--- config.mk ---
export PLATFORM = sky130hd
export DESIGN_NAME = rtnh_ctrl
export DESIGN_NICKNAME = d
export VERILOG_FILES = /design/src/hw/rtl/ray_triangle_nearest_hit_core_assert.svh /design/src/hw/rtl/rtnh_pkg.sv /design/src/hw/rtl/rtnh_ctrl.sv
export SDC_FILE = /design/constraint.sdc
export NUM_CORES = 1
export LEC_CHECK = 0
export BUFFER_PORTS_ARGS = -buffer_cell sky130_fd_sc_hd__buf_4
export CAP_MARGIN = 10
export CORE_AREA = 2 2 39 41
export CTS_CLUSTER_DIAMETER = 100
export DETAILED_ROUTE_END_ITERATION = 8
export DIE_AREA = 0 0 41 43
export GPL_ROUTABILITY_DRIVEN = 1
export GPL_TIMING_DRIVEN = 0
export PLACE_DENSITY = 0.55
export SLEW_MARGIN = 40
export SYNTH_ARGS = -nofsm -noshare
export SYNTH_HDL_FRONTEND = slang
export SYNTH_SLANG_ARGS = --single-unit
--- constraint.sdc ---
create_clock -name clk_i -period 4.8 [get_ports clk_i]
set_clock_uncertainty 0.1 [all_clocks]
set_input_delay 1.2 -clock clk_i [delete_from_list [all_inputs] [get_ports clk_i]]
set_output_delay 1.2 -clock clk_i [all_outputs]
set_load 0.03 [all_outputs]
--- src/hw/rtl/ray_triangle_nearest_hit_core_assert.svh ---
// Assertion macros shared by the ray/triangle nearest-hit core.
// Depends on nothing; included by the top level only.
`ifndef RAY_TRIANGLE_NEAREST_HIT_CORE_ASSERT_SVH
`define RAY_TRIANGLE_NEAREST_HIT_CORE_ASSERT_SVH
`define RTN_ASSERT_IMPL(label, clk, rstn, a, c) \
  label: assert property (@(posedge clk) disable iff (!rstn) (a) |-> (c)) \
    else $error("assertion failed");
`define RTN_ASSERT_NEXT(label, clk, rstn, a, c) \
  label: assert property (@(posedge clk) disable iff (!rstn) (a) |=> (c)) \
    else $error("assertion failed");
`endif

--- src/hw/rtl/rtnh_pkg.sv ---
// Types and constants for the ray/triangle nearest-hit core.
// Depends on nothing.
package rtnh_pkg;
  localparam int unsigned CfgIdxBits = 3;
  localparam logic [CfgIdxBits-1:0] RegOrgX = 3'd0;
  localparam logic [CfgIdxBits-1:0] RegOrgY = 3'd1;
  localparam logic [CfgIdxBits-1:0] RegOrgZ = 3'd2;
  localparam logic [CfgIdxBits-1:0] RegDirX = 3'd3;
  localparam logic [CfgIdxBits-1:0] RegDirY = 3'd4;
  localparam logic [CfgIdxBits-1:0] RegDirZ = 3'd5;
  localparam int unsigned WideBits = 128;
  localparam int unsigned DistBits = 31;
  localparam logic [DistBits-1:0] DistMax = '1;

  typedef enum logic [5:0] {
    StIdle  = 6'b000001,
    StCalc  = 6'b000010,
    StDiv   = 6'b000100,
    StUpd   = 6'b001000,
    StOut   = 6'b010000,
    StWait  = 6'b100000
  } state_e;

  typedef struct packed {
    logic load;
    logic calc_step;
    logic div_start;
    logic update;
    logic clear;
  } cmd_t;

  typedef struct packed {
    logic calc_done;
    logic div_done;
    logic last;
  } stat_t;
endpackage

--- src/hw/rtl/rtnh_ctrl.sv ---
// Controller state machine of the ray/triangle nearest-hit core.
// Depends on rtnh_pkg.
module rtnh_ctrl (
  input  logic           clk_i,
  input  logic           rst_ni,
  input  logic           in_valid_i,
  output logic           in_stall_o,
  output logic           out_valid_o,
  input  logic           out_stall_i,
  output rtnh_pkg::cmd_t cmd_o,
  input  rtnh_pkg::stat_t stat_i
);
  import rtnh_pkg::*;
  state_e state_q, state_d;

  always_comb begin
    state_d = state_q;
    cmd_o = '0;
    case (state_q)
      StIdle: begin
        if (in_valid_i) begin
          cmd_o.load = 1'b1;
          state_d = StCalc;
        end
      end
      StCalc: begin
        cmd_o.calc_step = 1'b1;
        if (stat_i.calc_done) begin
          cmd_o.div_start = 1'b1;
          state_d = StDiv;
        end
      end
      StDiv: begin
        if (stat_i.div_done) state_d = StUpd;
      end
      StUpd: begin
        cmd_o.update = 1'b1;
        state_d = stat_i.last ? StOut : StIdle;
      end
      StOut: begin
        if (!out_stall_i) begin
          cmd_o.clear = 1'b1;
          state_d = StIdle;
        end
      end
      default: state_d = StIdle;
    endcase
  end

  assign in_stall_o  = (state_q != StIdle);
  assign out_valid_o = (state_q == StOut);

  always_ff @(posedge clk_i or negedge rst_ni) begin
    if (!rst_ni) state_q <= StIdle;
    else state_q <= state_d;
  end
endmodule

Word level (Yosys, flattened, before mapping) --
Cells that the tools add are included.
Storage, ports and cells: flip-flop bits (word level) 6, input port bits 7, output and inout port bits 7, logic and storage cells 25
Operators by class: equal/unequal tests 10, muxes and demuxes 13, reduce and logical (&&, ||, !) cells 1
Operators with widths (number):
- case mux 6 bit (5 select lines) | 1
- two-way mux 6 bit | 4
- != test 2 bit, second input constant | 4
- equality test 6 x 1 -> 1 bit, second input constant | 1
- equality test 6 x 2 -> 1 bit, second input constant | 1
- equality test 6 x 3 -> 1 bit, second input constant | 1
- equality test 6 x 4 -> 1 bit, second input constant | 1
- equality test 6 x 5 -> 1 bit, second input constant | 1
- two-way mux 1 bit | 6
- != test 6 x 1 -> 1 bit, second input constant | 1
- two-way mux 5 bit | 1
- AND reduction 4 bit | 1
- two-way mux 2 bit | 1

Logic depth before layout (Yosys ltp) --
Gate-level depths: netlist of run 1.
depth after elaboration 3, gate-level depth with buffers 4, mapped depth without buffers 3

Least setup slack after synthesis of run 1 --
Ideal clock, no wire load.
path kind register to output, start reg state_q[1], end out cmd_o[0] in the netlist's numbering, data arrival time 2.175 ns, required time 3.500 ns, slack 1.325 ns, cell stages (with the launch flop) 4, path buffers 0, cell sequence dfrtp_1 -> or3_1 -> nor3b_1 -> nor2b_1
RTL lines:
- from (decl) | line rtnh_ctrl.sv:14 | state_e state_q, state_d;
- from (signal assigned) | line rtnh_ctrl.sv:54 | if (!rst_ni) state_q <= StIdle;
- from (signal assigned) | line rtnh_ctrl.sv:55 | else state_q <= state_d;
- to (decl) | line rtnh_ctrl.sv:10 | output rtnh_pkg::cmd_t cmd_o,

==> results of run 1 <==
[worst paths after layout]
kind | to | slack [ns] | cells after the start
worst max-delay path | cmd_o[2] | 1.73 | 5
worst max register to register | state_q[0]$_DFFE_PN1P_ | 3.25 | 4
worst min-delay path | state_q[1]$_DFFE_PN0P_ | 0.51 | 2
max in group asynchronous | state_q[0]$_DFFE_PN1P_ | 3.75 | 1
worst min register to register | state_q[1]$_DFFE_PN0P_ | 0.51 | 2
min in group asynchronous | state_q[3]$_DFFE_PN0P_ | 0.65 | 1
[through the flow]
stage / hold slack [ns] / cells / power (mW)
after CTS: 0.5275 / 71 / 0.2680
final: 0.5143 / 71 / 0.2626
after floorplan: 0.4423 / 38 / 0.1730
after global routing: 0.5664 / 71 / 0.2847
after detailed placement: 0.5072 / 67 / 0.2167
after global placement: 0.5036 / 67 / 0.2144
[worst max-delay path: cells and delay by family, from the launching register on]
kind	cells	cell delay, ns
simple gates	3	0.86
flops	1	0.35
buf+inv	2	0.32
[synth_stat cells (2+ instances only)]
| master | instances | area [µm²] |
|---|---|---|
| nor2b_1 | 3 | 18.77 |
| nand2_1 | 3 | 11.26 |
| or3_1 | 2 | 12.51 |
| dfrtp_1 | 4 | 100.1 |
| nor3b_1 | 2 | 15.01 |
| a21oi_1 | 2 | 10.01 |
| and3_1 | 2 | 12.51 |
| nand3b_1 | 2 | 15.01 |
[final cells by class]
cell class                 count  area, µm²
fill                         152      889.6
multi-input combinational     31      215.2
sequential                     5      126.4
timing repair buffer          13      97.59
clock buffer                   4      26.28
tap                           16      20.02
buffer                         2      8.758
[metal layers]
metal  track usage [%]  up-vias  wire (µm)
met5                 0        -          0
met4             8.000        0          0
met3             4.712        0         34
met2             17.50        7        422
met1             13.27      161        373
li1                  -      180          -
[kinds of logic (layout without fill, tap and decap cells)]
group,count (synthesis),in the layout,share of synthesized area [%]
AND/OR/NAND/NOR,23,23,43.21
flip-flops,5,5,36.07
buffers and inverters,2,19,2.498
AO/OA/AOI/OAI,8,8,18.21
[power groups by stage]
stage               logic (mW)  clock network (mW)  registers, mW
floorplan                0.100                   0         0.0726
global placement         0.136                   0         0.0787
global route             0.149              0.0536         0.0822
finish                   0.137              0.0474         0.0784
detailed placement       0.138                   0         0.0788
CTS                      0.138              0.0511         0.0785
==> results.yml, run 1 <==
outcome:
  status: "finished, final reports clean"
placement:
  dp_hpwl_um: 649.8
  io_buffer_count: 13
  postPlaceCellArea_um2: 467.9
  place_ws_ns: 1.889
  place_congestion: 0.6971
grt:
  first_global_vias: 332
  grtUsageTotal_pct: 11.87
  grt_first_pass_wirelength_um: 1386
  grt_max_degree: 11
  overflow: 0
  antenna_found_initial: 0
synthesis:
  async_reset_ff_share_pct: 100.0
  syn_area_um2: 350.3
  synth_cell_types: 26
  syn_inst: 38
  synth_seq_cells: 5
  yosysWarnings: 0
  syn_nets: 45
  synth-edff-count: 0
  synthFlopType: "dfrtp_1"
  yosysSeqAreaShare_pct: 36.07
  syn_avg_cell_area_um2: 9.219
clocking:
  clockRootBuffer: "clkbuf_4"
  cts_buffers: 3
  ctsHoldBuffers: 0
  postCtsResizedCells: 0
  htree_levels: 1
  clk_pin_slew_ns: 0.04
  cts_tree: "built"
  clkLatencyLatePin_ns: 0.24
  ctsLongestPathBuffers: 2
  cts_setup_buffers: 0
  clkSinkCount: 5
power_and_ir_drop:
  switching_share_pct: 42.07
  internal-power_mw: 0.1521
  p_switching_mw: 0.1105
  max-vdd-ir-drop_uv: 164.1
  cellLeakagePower_nw: 0.2326
  p_clk_share_pct: 18.0
  powerDensity_nw_per_um2: 531.4
  power_frac_comb_pct: 52.1
  power_frac_seq_pct: 29.8
min_path:
  worstHoldStart: "state_q[3]$_DFFE_PN0P_"
  hp-class: "flop to flop"
critical_path:
  crit_path_start: "state_q[4]$_DFFE_PN0P_"
  worstPathArrival_ns: 1.77
  start_kind: "flop"
  r2r_start: "state_q[3]$_DFFE_PN0P_"
  cp-end-kind: "primary output"
  slowest_delay_ns: 0.45
  critPathRequiredTime_ns: 3.50
  crit_chain: "clkbuf_2 -> or3_1 -> nor3b_2 -> and2_1 -> buf_4"
  slowest_stage: "or3_1"
  crit_type: "flop to primary output"
  crit_fanout: 9
final_layout:
  diodes: 0
  final_common_cell: "buf_4"
  drive_gt1_share_pct: 38.18
  final_core_util_pct: 35.71
  reg_top3: "state_q x5"
  largest_reg_flops: 5
  layout_common_cells: "buf_4 (13), dfrtp_1 (4), nor2b_1 (3), nand2_1 (3), clkbuf_4 (3)"
  design_area_um2: 494.2
  largest_register: "state_q"
  syn_to_final_growth_pct: 41.07
  nNetsFinal: 63
drt:
  avgViaCountPerCell: 4.901
  drc_errors: 0
  ant_nets: 0
  finalWirelength_um: 831
  drt_first_pass_iters: 2
  wl_per_cell_um: 11.70
  via_count: 348
  drtIter0Drc: 3
timing:
  rsz0062_at_grt: "no"
  period_minus_slack_ns: 3.068
  setup_ws_ns: 1.732
  finalHoldViolations: 0
  max_slew_margin_pct: 74.02
  slew_violations: 0
  fin_setup_tns_ns: 0
  setup_violations: 0
  worst_pin_slew_ns: 0.3897
  fmax_mhz: 325.9
  fin_crit_sh_pct: 63.92
die:
  row_count: 14
  core-area_um2: 1384
  fp.dieArea_um2: 1763
  io-pin-count: 14
  die_h_um: 43
  die_x_um: 41
  start_util_pct: 25.32
flow_run:
  maxCapViolations: 0
Power figures use the tool's default switching activity.
==> run 2: changes to the inputs <==
Clock period 4.8 ns to 3 ns, I/O delays scaled along.
==> run 2 against run 1 <==
  * Critical path type unchanged
  * Register-to-register slack lost 1.8 ns
  * First-iteration DRC count is 67% higher
  * Clock power up 62%
  * Non-clock buffer count unchanged
  * Clock-buffer cell count is the same
  * Via count fell by 0.57%
  * Die area stayed put
  * Sequential power increased by 58%
  * Cell count is the same
  * Sequential share of layout area fell by 0.26 points
  * Power up 60%
==> results.yml, run 2 (synthesis gave the netlist of run 1 again) <==
power_and_ir_drop:
  powerDensity_nw_per_um2: 842.4
  max-vdd-ir-drop_uv: 385.5
  cellLeakagePower_nw: 0.2339
grt:
  grtUsageTotal_pct: 11.59
  grt_first_pass_wirelength_um: 1366
  grt_max_degree: 11
  first_global_vias: 320
  antenna_found_initial: 0
  overflow: 0
drt:
  avgViaCountPerCell: 4.873
  via_count: 346
  drc_errors: 0
  wl_per_cell_um: 12.06
  ant_nets: 0
  drt_first_pass_iters: 3
  drtIter0Drc: 5
  finalWirelength_um: 856
critical_path:
  crit_type: "flop to primary output"
  start_kind: "flop"
  slowest_delay_ns: 0.45
  crit_fanout: 9
  critPathRequiredTime_ns: 2.15
  cp-end-kind: "primary output"
  critical-path-top-delay-family: "simple AND/OR/NAND/NOR gates"
  critPathBufInv: 2
  crit_chain: "clkbuf_2 -> or3_1 -> nor3b_2 -> and2_1 -> buf_4"
  slowest_stage: "or3_1"
  worstPathArrival_ns: 1.78
clocking:
  clockRootBuffer: "clkbuf_4"
  clkSinkCount: 5
  ctsLongestPathBuffers: 2
  ctsHoldBuffers: 0
  postCtsResizedCells: 0
  cts_tree: "built"
  clk_pin_slew_ns: 0.04
  cts_setup_buffers: 0
  cts_buffers: 3
  clkLatencyLatePin_ns: 0.24
  htree_levels: 1
timing:
  setup_ws_ns: 0.3726
  slew_violations: 0
  rsz0062_at_grt: "no"
  fin_setup_tns_ns: 0
  max_slew_margin_pct: 72.65
  fmax_mhz: 380.6
  period_minus_slack_ns: 2.627
  fin_crit_sh_pct: 87.58
  worst_pin_slew_ns: 0.4102
  setup_violations: 0
  hold_ws_ns: 0.2038
  finalHoldViolations: 0
die:
  row_count: 14
  core-area_um2: 1384
  io-pin-count: 14
  die_h_um: 43
  die_x_um: 41
  fp.dieArea_um2: 1763
  start_util_pct: 25.32
final_layout:
  largest_reg_flops: 5
  final_common_cell: "buf_4"
  nNetsFinal: 63
  diodes: 0
  drive_gt1_share_pct: 40.00
  reg_top3: "state_q x5"
  largest_register: "state_q"
  layout_common_cells: "buf_4 (13), dfrtp_1 (4), nor2b_1 (3), nand2_1 (3), clkbuf_4 (3)"
  syn_to_final_growth_pct: 42.50
placement:
  place_ws_ns: 0.6404
  dp_hpwl_um: 642
  place_congestion: 0.7301
  io_buffer_count: 13
outcome:
  status: "finished, final reports clean"
flow_run:
  maxCapViolations: 0
min_path:
  hp-class: "input pin to asynchronous set/reset pin"
run 2: final timing paths:
check	depth (start not counted)	start	end	slack, ns
max	5	state_q[4]$_DFFE_PN0P_	cmd_o[2]	0.37
min	1	rst_ni	state_q[3]$_DFFE_PN0P_	0.20
max reg2reg	4	state_q[3]$_DFFE_PN0P_	state_q[0]$_DFFE_PN1P_	1.42
min reg2reg	2	state_q[3]$_DFFE_PN0P_	state_q[1]$_DFFE_PN0P_	0.52
max in group asynchronous	1	rst_ni	state_q[0]$_DFFE_PN1P_	2.40
min in group clk_i	2	state_q[3]$_DFFE_PN0P_	state_q[1]$_DFFE_PN0P_	0.52
run 2: final cells by class:
class                      instances  area (µm²)
fill                             155       884.6
multi-input combinational         31       220.2
sequential                         5       126.4
timing repair buffer              13       97.59
clock buffer                       4       26.28
tap                               16       20.02
buffer                             2       8.758
run 2: report_power, final:
group	internal [mW]	switching [mW]
Clock	0.0502	0.0268
Combinational	0.102	0.117
Sequential	0.0914	0.0326
run 2: metrics by stage:
step                std cells  power, mW  util, %  cell area [µm²]
CTS                        71     0.4299    36.08            499.2
global route               71     0.4564    36.08            499.2
floorplan                  38     0.2785        -            355.3
detailed placement         67     0.3471    34.18            473.0
global placement           67     0.3469    34.18            473.0
finish                     71     0.4205    36.08            499.2
run 2: layer usage:
layer | GRT usage (%) | part of all wire, % | up-vias
met2 | 14.69 | 46 | 12
met5 | 0 | 0 | -
li1 | - | - | 177
met4 | 2.000 | 0 | 0
met3 | 6.283 | 7.9 | 0
met1 | 17.26 | 46 | 157
run 2: worst reg2reg max path, cell delays in order (launching register included):
cell      delay [ns]
dfrtp_1         0.37
clkbuf_1        0.22
and3b_1         0.23
o311a_1         0.33
o32ai_1         0.24
